## config.mk

```make
export PLATFORM = sky130hd
export DESIGN_NAME = nmea_checksum_sentence_classifier_core_flat
export DESIGN_NICKNAME = d
export VERILOG_FILES = /design/src/nmea_cs_pkg.sv /design/src/nmea_cs_if.sv /design/src/nmea_cs_parser.sv /design/src/nmea_cs_outbuf.sv /design/src/nmea_checksum_sentence_classifier_core.sv /design/src/flat_wrapper.sv
export SDC_FILE = /design/constraint.sdc
export NUM_CORES = 1
export LEC_CHECK = 0
export ABC_AREA = 1
export BUFFER_PORTS_ARGS = -buffer_cell sky130_fd_sc_hd__buf_2
export CAP_MARGIN = 20
export CORE_MARGIN = 8
export CORE_UTILIZATION = 61
export DETAILED_ROUTE_END_ITERATION = 12
export PLACE_DENSITY_LB_ADDON = 0.2
export SYNTH_ARGS = -nofsm -noshare
export SYNTH_HDL_FRONTEND = slang
export SYNTH_SLANG_ARGS = --single-unit
```

## constraint.sdc

```tcl
create_clock -name clk_i -period 4.2 [get_ports clk_i]
set_clock_uncertainty 0.2 [all_clocks]
set_input_delay 0.84 -clock clk_i [delete_from_list [all_inputs] [get_ports clk_i]]
set_output_delay 0.84 -clock clk_i [all_outputs]
set_load 0.02 [all_outputs]
```

## src/nmea_cs_pkg.sv

```systemverilog
`timescale 1ns / 1ps
// ----------------------------------------------------------------------------
// nmea_cs_pkg
// Shared types, character codes and helpers for the NMEA checksum classifier.
// ----------------------------------------------------------------------------
package nmea_cs_pkg;

  localparam int unsigned POS_W = 8;

  localparam logic [7:0] CH_DOLLAR = 8'h24;  // '$'
  localparam logic [7:0] CH_STAR   = 8'h2A;  // '*'
  localparam logic [7:0] CH_M      = 8'h4D;
  localparam logic [7:0] CH_W      = 8'h57;
  localparam logic [7:0] CH_V      = 8'h56;
  localparam logic [7:0] CH_P      = 8'h50;

  localparam logic [POS_W-1:0] POS_MAX     = '1;
  localparam logic [POS_W-1:0] POS_TYPE_LO = POS_W'(3);
  localparam logic [POS_W-1:0] POS_TYPE_HI = POS_W'(6);
  localparam logic [1:0]       DIGITS_SAT  = 2'd3;

  typedef enum logic [1:0] {
    PH_WAIT = 2'd0,
    PH_BODY = 2'd1,
    PH_HEX  = 2'd2
  } phase_e;

  typedef enum logic [1:0] {
    KIND_BAD_SUM    = 2'd0,
    KIND_WIND_POLAR = 2'd1,
    KIND_WIND_NMEA  = 2'd2,
    KIND_OTHER      = 2'd3
  } kind_e;

  typedef struct packed {
    logic [1:0] kind;
    logic [7:0] computed_sum;
    logic [7:0] received_sum;
    logic [1:0] digit_count;
    logic       overlong;
  } result_t;

  function automatic logic hex_valid(input logic [7:0] c);
    hex_valid = (c >= 8'h30 && c <= 8'h39) ||
                (c >= 8'h61 && c <= 8'h66) ||
                (c >= 8'h41 && c <= 8'h46);
  endfunction

  function automatic logic [3:0] hex_nibble(input logic [7:0] c);
    logic [7:0] v;
    if (c >= 8'h30 && c <= 8'h39) begin
      v = c - 8'h30;
    end else if (c >= 8'h61 && c <= 8'h66) begin
      v = c - 8'h57;
    end else begin
      v = c - 8'h37;
    end
    hex_nibble = v[3:0];
  endfunction

endpackage

```

## src/nmea_cs_if.sv

```systemverilog
`timescale 1ns / 1ps
// ----------------------------------------------------------------------------
// nmea_cs_if
// Valid/ready channels: raw sentence bytes in, verdicts out.
// ----------------------------------------------------------------------------
interface nmea_cs_byte_if;
  logic       valid;
  logic       ready;
  logic [7:0] in_byte;

  modport source (output valid, output in_byte, input ready);
  modport sink   (input valid, input in_byte, output ready);
endinterface

interface nmea_cs_result_if;
  logic       valid;
  logic       ready;
  logic [1:0] kind;
  logic [7:0] computed_sum;
  logic [7:0] received_sum;
  logic [1:0] digit_count;
  logic       overlong;

  modport source (output valid, output kind, output computed_sum, output received_sum,
                  output digit_count, output overlong, input ready);
  modport sink   (input valid, input kind, input computed_sum, input received_sum,
                  input digit_count, input overlong, output ready);
endinterface

```

## src/nmea_cs_parser.sv

```systemverilog
`timescale 1ns / 1ps
// ----------------------------------------------------------------------------
// nmea_cs_parser
// Sentence state machine: running XOR, offset tracking, hex checksum read
// and the verdict on the byte that ends a sentence.
// ----------------------------------------------------------------------------
module nmea_cs_parser
  import nmea_cs_pkg::*;
#(
  parameter int unsigned MAX_SENTENCE = 128
) (
  input  logic       clk_i,
  input  logic       rst_ni,
  input  logic       step_i,
  input  logic [7:0] byte_i,
  output logic       res_valid_o,
  output result_t    res_o
);

  localparam logic [POS_W-1:0] LIMIT = POS_W'(MAX_SENTENCE - 2);

  phase_e           phase_q, phase_d;
  logic [7:0]       xor_q, xor_d;
  logic [POS_W-1:0] pos_q, pos_d;
  logic [7:0]       type_q [4];
  logic [7:0]       type_d [4];
  logic [7:0]       hex_q, hex_d;
  logic [1:0]       dig_q, dig_d;
  logic             long_q, long_d;
  logic             match;
  logic [1:0]       type_idx;

  // offset 3..6 maps to slot 0..3
  assign type_idx = pos_q[1:0] + 2'd1;
  assign match    = (dig_q == 2'd1 || dig_q == 2'd2) && (hex_q == xor_q);

  always_comb begin
    phase_d     = phase_q;
    xor_d       = xor_q;
    pos_d       = pos_q;
    type_d      = type_q;
    hex_d       = hex_q;
    dig_d       = dig_q;
    long_d      = long_q;
    res_valid_o = 1'b0;

    if (step_i && (phase_q == PH_BODY || phase_q == PH_HEX)) begin
      if (pos_q >= POS_TYPE_LO && pos_q <= POS_TYPE_HI) begin
        type_d[type_idx] = byte_i;
      end
      if (pos_q != POS_MAX) begin
        pos_d = pos_q + POS_W'(1);
      end
    end

    if (step_i) begin
      case (phase_q)
        PH_WAIT: begin
          if (byte_i == CH_DOLLAR) begin
            phase_d = PH_BODY;
            xor_d   = '0;
            pos_d   = POS_W'(1);
            type_d  = '{default: 8'h00};
            hex_d   = '0;
            dig_d   = '0;
            long_d  = 1'b0;
          end
        end
        PH_BODY: begin
          if (byte_i == CH_STAR) begin
            phase_d = PH_HEX;
          end else begin
            if (pos_q > LIMIT) begin
              long_d = 1'b1;
            end
            xor_d = xor_q ^ byte_i;
          end
        end
        PH_HEX: begin
          if (hex_valid(byte_i)) begin
            hex_d = {hex_q[3:0], hex_nibble(byte_i)};
            if (dig_q != DIGITS_SAT) begin
              dig_d = dig_q + 2'd1;
            end
          end else begin
            res_valid_o = 1'b1;
            phase_d     = PH_WAIT;
          end
        end
        default: begin
          phase_d = PH_WAIT;
        end
      endcase
    end
  end

  // type check sees the ending byte too
  always_comb begin
    if (!match) begin
      res_o.kind = KIND_BAD_SUM;
    end else if (type_d[1] == CH_W && type_d[2] == CH_V && type_d[3] == CH_P) begin
      res_o.kind = KIND_WIND_POLAR;
    end else if (type_d[0] == CH_M && type_d[1] == CH_W && type_d[2] == CH_V) begin
      res_o.kind = KIND_WIND_NMEA;
    end else begin
      res_o.kind = KIND_OTHER;
    end
    res_o.computed_sum = xor_q;
    res_o.received_sum = hex_q;
    res_o.digit_count  = dig_q;
    res_o.overlong     = long_q;
  end

  always_ff @(posedge clk_i or negedge rst_ni) begin
    if (!rst_ni) begin
      phase_q <= PH_WAIT;
      xor_q   <= '0;
      pos_q   <= '0;
      type_q  <= '{default: 8'h00};
      hex_q   <= '0;
      dig_q   <= '0;
      long_q  <= 1'b0;
    end else begin
      phase_q <= phase_d;
      xor_q   <= xor_d;
      pos_q   <= pos_d;
      type_q  <= type_d;
      hex_q   <= hex_d;
      dig_q   <= dig_d;
      long_q  <= long_d;
    end
  end

endmodule

```

## src/nmea_cs_outbuf.sv

```systemverilog
`timescale 1ns / 1ps
// ----------------------------------------------------------------------------
// nmea_cs_outbuf
// Two-entry result buffer: output register plus skid slot.
// ----------------------------------------------------------------------------
module nmea_cs_outbuf
  import nmea_cs_pkg::*;
(
  input  logic     clk_i,
  input  logic     rst_ni,
  input  logic     push_i,
  input  result_t  push_data_i,
  output logic     full_o,
  nmea_cs_result_if.source out_o
);

  result_t    mem_q [2];
  logic       wr_q, rd_q;
  logic [1:0] cnt_q, cnt_d;
  logic       pop;
  result_t    head;

  assign full_o    = (cnt_q == 2'd2);
  assign out_o.valid = (cnt_q != 2'd0);
  assign pop       = out_o.valid && out_o.ready;
  assign head      = mem_q[rd_q];

  assign out_o.kind         = head.kind;
  assign out_o.computed_sum = head.computed_sum;
  assign out_o.received_sum = head.received_sum;
  assign out_o.digit_count  = head.digit_count;
  assign out_o.overlong     = head.overlong;

  always_comb begin
    cnt_d = cnt_q;
    if (push_i && !pop) begin
      cnt_d = cnt_q + 2'd1;
    end else if (pop && !push_i) begin
      cnt_d = cnt_q - 2'd1;
    end
  end

  always_ff @(posedge clk_i) begin
    if (push_i) begin
      mem_q[wr_q] <= push_data_i;
    end
  end

  always_ff @(posedge clk_i or negedge rst_ni) begin
    if (!rst_ni) begin
      wr_q  <= 1'b0;
      rd_q  <= 1'b0;
      cnt_q <= '0;
    end else begin
      cnt_q <= cnt_d;
      if (push_i) begin
        wr_q <= ~wr_q;
      end
      if (pop) begin
        rd_q <= ~rd_q;
      end
    end
  end

endmodule

```

## src/nmea_checksum_sentence_classifier_core.sv

```systemverilog
`timescale 1ns / 1ps
// ----------------------------------------------------------------------------
// nmea_checksum_sentence_classifier_core
// NMEA-style sentence checksum check and type classification.
// ----------------------------------------------------------------------------
// Usage:
//   in_i  : one raw stream byte per transfer (in_byte). Bytes before '$'
//           are dropped; the first non-hex byte after the '*' digits ends
//           the sentence.
//   out_o : one verdict per sentence (kind, computed_sum, received_sum,
//           digit_count, overlong), issued for the ending byte only.
// Throughput: one byte per cycle while the result buffer is not full. Each
//   byte is registered, then handled by the sentence state machine.
// Path: the ending byte is registered at the input, judged by the sentence
//   state machine, and its verdict written into the result buffer for out_o.
// Reset: the parser returns to waiting for '$' and the result buffer
//   empties; no clearing pass.
// Stall: results queue in a two-entry buffer (output register plus skid).
//   When it is full the input stage holds its byte and in_i.ready drops
//   until the receiver takes a result.
// ----------------------------------------------------------------------------
module nmea_checksum_sentence_classifier_core
  import nmea_cs_pkg::*;
#(
  parameter int unsigned MAX_SENTENCE = 128
) (
  input  logic clk_i,
  input  logic rst_ni,
  nmea_cs_byte_if.sink     in_i,
  nmea_cs_result_if.source out_o
);

  logic       vld_q;
  logic [7:0] byte_q;
  logic       full;
  logic       advance;
  logic       res_valid;
  result_t    res;

  assign advance  = vld_q && !full;
  assign in_i.ready = !vld_q || advance;

  always_ff @(posedge clk_i) begin
    if (in_i.valid && in_i.ready) begin
      byte_q <= in_i.in_byte;
    end
  end

  always_ff @(posedge clk_i or negedge rst_ni) begin
    if (!rst_ni) begin
      vld_q <= 1'b0;
    end else if (in_i.ready) begin
      vld_q <= in_i.valid;
    end
  end

  nmea_cs_parser #(
    .MAX_SENTENCE(MAX_SENTENCE)
  ) u_parser (
    .clk_i      (clk_i),
    .rst_ni     (rst_ni),
    .step_i     (advance),
    .byte_i     (byte_q),
    .res_valid_o(res_valid),
    .res_o      (res)
  );

  nmea_cs_outbuf u_outbuf (
    .clk_i      (clk_i),
    .rst_ni     (rst_ni),
    .push_i     (res_valid),
    .push_data_i(res),
    .full_o     (full),
    .out_o      (out_o)
  );

endmodule

```

## src/flat_wrapper.sv

```systemverilog
// flat-port wrapper written by rule: the top's interface ports become plain ports
module nmea_checksum_sentence_classifier_core_flat import nmea_cs_pkg::*;
#(
  parameter int unsigned MAX_SENTENCE = 128
)
  (clk_i, rst_ni, in_i_valid, in_i_in_byte, in_i_ready, out_o_valid, out_o_kind, out_o_computed_sum, out_o_received_sum, out_o_digit_count, out_o_overlong, out_o_ready);
  nmea_cs_byte_if in_i_i ();
  nmea_cs_result_if out_o_i ();
  input  logic clk_i;
  input  logic rst_ni;
  input wire logic [$bits(in_i_i.valid)-1:0] in_i_valid;
  input wire logic [$bits(in_i_i.in_byte)-1:0] in_i_in_byte;
  output wire logic [$bits(in_i_i.ready)-1:0] in_i_ready;
  output wire logic [$bits(out_o_i.valid)-1:0] out_o_valid;
  output wire logic [$bits(out_o_i.kind)-1:0] out_o_kind;
  output wire logic [$bits(out_o_i.computed_sum)-1:0] out_o_computed_sum;
  output wire logic [$bits(out_o_i.received_sum)-1:0] out_o_received_sum;
  output wire logic [$bits(out_o_i.digit_count)-1:0] out_o_digit_count;
  output wire logic [$bits(out_o_i.overlong)-1:0] out_o_overlong;
  input wire logic [$bits(out_o_i.ready)-1:0] out_o_ready;
  assign in_i_i.valid = in_i_valid;
  assign in_i_i.in_byte = in_i_in_byte;
  assign in_i_ready = in_i_i.ready;
  assign out_o_valid = out_o_i.valid;
  assign out_o_kind = out_o_i.kind;
  assign out_o_computed_sum = out_o_i.computed_sum;
  assign out_o_received_sum = out_o_i.received_sum;
  assign out_o_digit_count = out_o_i.digit_count;
  assign out_o_overlong = out_o_i.overlong;
  assign out_o_i.ready = out_o_ready;
  nmea_checksum_sentence_classifier_core #(.MAX_SENTENCE(MAX_SENTENCE)) u_core (.clk_i(clk_i), .rst_ni(rst_ni), .in_i(in_i_i), .out_o(out_o_i));
endmodule
```

# Word-level counts from Yosys, hierarchy flattened
# Memories as Yosys holds them, arrays and structs flattened.
# Cells that the tools add are included.
# op_classes
add_sub_neg,8
mul,0
n_div,0
magnitude_cmp,11
n_eq_ne,21
n_shift,0
n_mux,42
bitwise,4
reduce_logical,35
# op_table
operator,n
32-bit 2-to-1 mux,5
8-bit 2-to-1 mux,9
32-bit bitwise mux,1
8-bit by 7-bit equality test with 1-bit output (second input constant),4
8-bit case mux with 2 select lines,2
2-bit 2-to-1 mux,10
8-bit demux with 2-bit select,1
8-bit by 6-bit equality test with 1-bit output (second input constant),2
8-bit by 7-bit >= comparator with 1-bit output (second input constant),2
8-bit by 7-bit less-or-equal comparator with 1-bit output (second input constant),2
1-bit logical AND,16
4-bit AND reduction,3
5-bit AND reduction,2
1-bit 2-to-1 mux,9
8-bit by 1-bit adder with 8-bit output (second input constant),1
8-bit equality test,1
8-bit by 2-bit >= comparator with 1-bit output (second input constant),1
8-bit by 6-bit >= comparator with 1-bit output (second input constant),1
8-bit by 7-bit > comparator with 1-bit output (second input constant),1
8-bit by 3-bit less-or-equal comparator with 1-bit output (second input constant),1
8-bit by 6-bit less-or-equal comparator with 1-bit output (second input constant),1
4-bit 2-to-1 mux,2
2-bit by 1-bit inequality test with 1-bit output (second input constant),4
2-bit inequality test (second input constant),4
other kinds (19),36
# word_totals
regBits,74
latchBits,0
ramBits,42
mem_bits_ro,0
elab_cells,137
n_memories,1
# mem_list
memory,words,word_bits,rd,rd_ports_with_merged_regs,wr,line_no,source
u_core.u_outbuf.mem_q,2,21,1,0,1,nmea_cs_outbuf.sv:17,result_t mem_q [2];

# Longest topological paths before layout
# depth
depth_word,18
depth_mapped,17

# Modules after synthesis
# From an unflattened synthesis, not the netlist that was laid out.
# hier_totals
cells_unflattened,655
hier_area_um2,5824.3
# by_module_without_submodules
mod,n_inst,cells_each,area_per_inst_um2
nmea_cs_parser,1,503,3786.1
nmea_cs_outbuf,1,137,1749.2
nmea_checksum_sentence_classifier_core,1,15,289.0

# Worst setup path after synthesis
# Ideal clock, no wire load.
# synth_path
path_kind,reg2reg
start,reg u_core.byte_q[0]
end,mem u_core.u_outbuf.mem_q[1][0] (netlist bit) (enable)
arrival_ps,2457
path_slack_ps,1144
stages_incl_launch_ff,12
path_buffers,0
period_less_slack_ps,3056
path_cell_list,edfxtp_1 clkinv_1 ha_1 o21ai_1 nand2_1 nand2_1 nor2_1 nand2_1 nand2_1 nor2_1 inv_1 nor2_1
# synth_between
elab_chain_len,9
word_cells_on_any_way,16
# synth_rtl
item,line_no,source
start: declaration,nmea_checksum_sentence_classifier_core.sv:34,logic [7:0] byte_q;
start signal: assignment,nmea_checksum_sentence_classifier_core.sv:45,byte_q <= in_i.in_byte;
8-bit by 6-bit >= comparator with 1-bit output (tied with other cells),nmea_cs_pkg.sv:44,hex_valid = (c >= 8'h30 && c <= 8'h39) ||
1-bit logical AND (on tied branches),"nmea_cs_pkg.sv:44, nmea_cs_pkg.sv:45",
1-bit logical OR,nmea_cs_pkg.sv:44,
1-bit logical OR (*),nmea_cs_pkg.sv:45,(c >= 8'h61 && c <= 8'h66) ||
1-bit 2-to-1 mux (*),nmea_cs_parser.sv:80,if (hex_valid(byte_i)) begin
1-bit 2-to-1 mux (*),nmea_cs_parser.sv:57,case (phase_q)
1-bit 2-to-1 mux (*),nmea_cs_parser.sv:56,if (step_i) begin
net u_core.res_valid,nmea_checksum_sentence_classifier_core.sv:37,logic res_valid;
1-bit 2-to-1 mux (*),nmea_cs_outbuf.sv:44,if (push_i) begin
1-bit 2-to-1 mux (not written as such) (*),nmea_cs_outbuf.sv:45,mem_q[wr_q] <= push_data_i;
end: declaration,nmea_cs_outbuf.sv:17,
# Mark *: on every way through the listed nets, which the timed path passes. The rest lies on a longest branch.

# Final worst setup path
# layout_path
start,reg u_core.u_outbuf.rd_q
end,out out_o_kind[0]
# layout_between
elab_chain_len,1
# layout_rtl
item,line_no,source
start: declaration,nmea_cs_outbuf.sv:18,"logic wr_q, rd_q;"
start signal: assignment,nmea_cs_outbuf.sv:60,rd_q <= ~rd_q;
memory read 2 x 21 bit,n/a,
end: declaration,flat_wrapper.sv:15,output wire logic [$bits(out_o_i.kind)-1:0] out_o_kind;
# Every way passes these cells.

==> impl.org <==
** Outcome
- The flow ran to the end, and the final reports show no timing, DRC or antenna violations.

** Synth
- Synthesized-area fraction occupied by ao, oa, aoi and oai cells :: 0.0626
- Mapped Cells :: 644
- Fraction of the yosys area taken by sequential cells :: 0.548
- Count of distinct cell types in the synthesized netlist :: 41
- Of the total synthesized cell area, the portion taken by XOR and XNOR cells is 0.0152.
- Of the total synthesized cell area, the portion taken by AND, OR, NAND and NOR gates is 0.250.
- In this run, synthesis inferred 50 flip-flops with an integrated enable.
- Per-instance average area after synthesis :: 8.94 um2
- The Yosys step of the flow raised 0 warnings.
- After synthesis, the share of cell area in mux cells is 0.
- The synthesized netlist occupies a cell area of 5760 um2.
- Async set-or-reset flop fraction in the synthesized netlist :: 0.569
- Post-synthesis sequential element count :: 116
- By area, the combinational part of the netlist is dominated by simple AND/OR/NAND/NOR gates.
- Total nets after synthesis :: 672
- Of the total synthesized cell area, the portion taken by full adders, half adders and majority gates is 0.0348.
- Most used flip-flop cell after synthesis :: dfrtp_1

** CTS
- After clock tree synthesis, the clock-pin slew on the worst setup and hold paths is 0.06 ns.
- Counting the buffers created by CTS gives 17.
- Number of gates resized after cts :: 0
- Hold-fix buffers at CTS :: 0
- Source-to-sink clock delay at the later pin of the worst-skew pair :: 0.51 ns
- Worst-case clock buffer depth :: 2
- The number of setup buffers added after CTS is 0.
- In this run the number of H-tree levels came out at 4.
- Clock tree synthesis found a total of 116 sinks.
- TritonCTS built the clock tree.
- CTS Root Cell :: clkbuf_8

** Setup path
- STA puts the critical path data arrival time at 2.28 ns.
- Kind of launch point of the worst setup path :: flop
- Kind of capture point of the worst setup path :: output port
- In this run the register-to-register setup slack is 1.20 ns.
- In this run the worst path has a maximum fanout of 22.
- The worst setup path is of the reg2out kind.
- STA puts the critical path data required time at 3.16 ns.
- In this run the worst setup path begins at u_core.u_outbuf.rd_q.
- The startpoint identified for the worst register-to-register timing path is u_core.byte_q[0].

** Die
- Placeable core region :: 9200 um2
- The floorplan step set the die height to 113 um.
- For this configuration, the core starts out at a cell density of 0.626.
- The initialized floorplan defines 35 standard-cell rows.
- Width of the die :: 113 um
- Die outline area :: 12,800 um2
- I/O pin count :: 35

** Route
- Post-Route WL :: 11.9 mm
- For this run, design rule violations remaining after detail routing come to 0.
- Vias per cell :: 5.42
- Routed wirelength normalized by instance count :: 14.6 um
- For this run, the detailed router's first-pass iteration total came to 5.
- Number of violations reported at the end of detailed-routing iteration 0 :: 338
- Post-route ant nets :: 0
- Total number of vias :: 4,399

** Job
- Count of maximum capacitance violations :: 0

** GRT
- In this run the most used layer during global routing was met2.
- In the global route stage, met2 resource usage came out at 0.338.
- The first global-routing pass estimated 20.1 mm of wire.
- Met1 demand-to-capacity share in global routing :: 0.231
- M3 GR Usage :: 0.0447
- The total overflow left after global routing is 0.
- The number of global-route vias before repair is 4,283.
- Total routing resource utilization after global routing :: 0.197
- Antenna violations before repair :: 0
- Maximum number of pins on one net before global-route repair :: 45

** STA
- Setup_tns :: 0 ns
- Number of hold-slack violations in the final timing report :: 0
- Worst slew margin relative to its limit :: 0.529
- Worst hold slack :: 0.0988 ns
- Dividing the final minimum period by the clock period gives 0.790.
- Worst slew pin tran :: 0.707 ns
- Final setup violation count :: 0
- Setup repair after global routing left no endpoint under its margin.
- Once routing completed, OpenROAD measured the worst setup slack at 0.882 ns.
- The worst path needs 3.32 ns of the cycle, external delays included.
- Maximum clock rate :: 301 MHz
- The number of slew-limit violations in the final report came to 0.

** Power and ir drop
- The worst-case IR drop observed on VDD is 0.382 mV.
- In this run the power density over the cells is 694 nW/um2.
- Leakage :: 0.00337 uW
- Overall power consumption after layout is estimated at 4550 uW.

** Finish
- In the final layout, the share of cells above drive strength 1 is 0.139.
- The finished layout holds 811 standard cells, fillers aside.
- 0 antenna diodes ended up in the layout.
- Final-stage net count :: 715
- In the final layout, the multi-input gates occupy 2090 um2.
- In the final layout, flip-flops and latches occupy 3150 um2.
- Synth-to-Final Area Change :: 13.9%
- The filler cells instantiated in the layout total 681.

** Placed design
- Routability-driven placement finished with a final weighted congestion of 0.849.
- Before CTS, the worst setup slack after placement is 1.25 ns.
- The HPWL after detailed placement is 8.23 mm.
- Port Buffer Count :: 34
- Once placement completed, the tool counted placed cells totaling 779.

** Hold path
- In this run the worst hold path is classified as in2async.
## cells in the final DEF (no fill, tap or decap), types with 2 or more instances in the layout
| cell type | instances |
|---|---|
| a21oi_1 | 19 |
| buf_2 | 34 |
| buf_4 | 4 |
| clkbuf_16 | 16 |
| clkinv_1 | 2 |
| clkinv_2 | 3 |
| clkinv_4 | 5 |
| clkinvlp_4 | 3 |
| dfrtp_1 | 66 |
| edfxtp_1 | 50 |
| ha_1 | 16 |
| inv_1 | 107 |
| inv_2 | 6 |
| nand2_1 | 150 |
| nand2_2 | 5 |
| nand2_4 | 3 |
| nand3_1 | 76 |
| nand3_2 | 3 |
| nand4_1 | 3 |
| nor2_1 | 50 |
| nor2_4 | 2 |
| nor2_8 | 4 |
| nor3_1 | 8 |
| nor4_1 | 2 |
| o21ai_0 | 28 |
| o21ai_1 | 4 |
| o22ai_1 | 5 |
| xnor2_1 | 2 |
| xor2_1 | 8 |
## per-stage QoR
step,area (um2),util
floorplan,5760,-
global placement,6010,0.653
detailed placement,6010,0.653
CTS,6560,0.713
global route,6560,0.713
finish,6560,0.713
## power by group
| group | switching, uW | leakage, uW | internal, uW | total (uW) |
|---|---|---|---|---|
| Combinational | 1020 | 0.00178 | 483 | 1500 |
| Sequential | 233 | 0.00132 | 1510 | 1740 |
| Clock | 522 | 0.000263 | 786 | 1310 |
## flip-flops by register name, summed over array words and instances, names as in the netlist
name                     cells
u_core.u_outbuf.mem_q       42
u_core.u_parser.type_q      32
u_core.byte_q                8
u_core.u_parser.hex_q        8
u_core.u_parser.pos_q        8
u_core.u_parser.xor_q        8
u_core.u_outbuf.cnt_q        2
u_core.u_parser.dig_q        2
u_core.u_parser.phase_q      2
u_core.u_outbuf.rd_q         1
u_core.u_outbuf.wr_q         1
u_core.u_parser.long_q       1
u_core.vld_q                 1
## layer usage
metal / up-vias / wire (um)
li1: 2157 / -
met5: - / 0
met4: 0 / 339
met1: 2045 / 4860
met3: 30 / 820
met2: 167 / 5860
## critical path: stages, from the launching register on
cell     delay, ns
dfrtp_1       0.79
inv_1         0.55
nand2_1       0.17
nand2_1       0.08
buf_2         0.16
## Yosys cell counts, types with 6 or more instances
| master | instances | share of area |
|---|---|---|
| inv_2 | 6 | 0.0039 |
| a21oi_1 | 19 | 0.017 |
| nand3_1 | 76 | 0.066 |
| nand2_1 | 150 | 0.098 |
| nor3_1 | 8 | 0.0070 |
| o21ai_0 | 28 | 0.024 |
| nor2_1 | 50 | 0.033 |
| dfrtp_1 | 66 | 0.29 |
| ha_1 | 16 | 0.035 |
| inv_1 | 107 | 0.070 |
| xor2_1 | 8 | 0.012 |
| edfxtp_1 | 50 | 0.26 |
## path summary, 6_finish.rpt
| kind | cells after the start | end |
|---|---|---|
| max in group asynchronous | 2 | u_core.u_parser.xor_q[7] |
| worst min-delay path | 1 | u_core.u_parser.pos_q[5] |
| worst min register to register | 0 | u_core.u_outbuf.mem_q[1][3] |
| min in group clk_i | 0 | u_core.u_outbuf.mem_q[1][3] |
| worst max register to register | 13 | u_core.u_outbuf.mem_q[0][19] |
| worst max-delay path | 4 | out_o_kind[0] |
## kinds of logic (layout without fill, tap and decap cells)
logic type | after synthesis | in the layout
buffers and inverters | 128 | 184
DFF | 116 | 116
adders and majority gates | 16 | 16
AOI/OAI and AO/OA | 64 | 64
xor gates and xnor gates | 10 | 10
and+or+nand+nor | 310 | 310
## cell type report
cell class / count / share of cell area
clock buffers: 17 / 0.0632
clock inverters: 15 / 0.0206
inverters: 114 / 0.0653
multi-input cells: 400 / 0.318
flip-flops and latches: 116 / 0.481
well taps: 111 / 0.0212
repair buffers: 38 / 0.0305
Note: power is estimated with default switching activity, not from simulation.
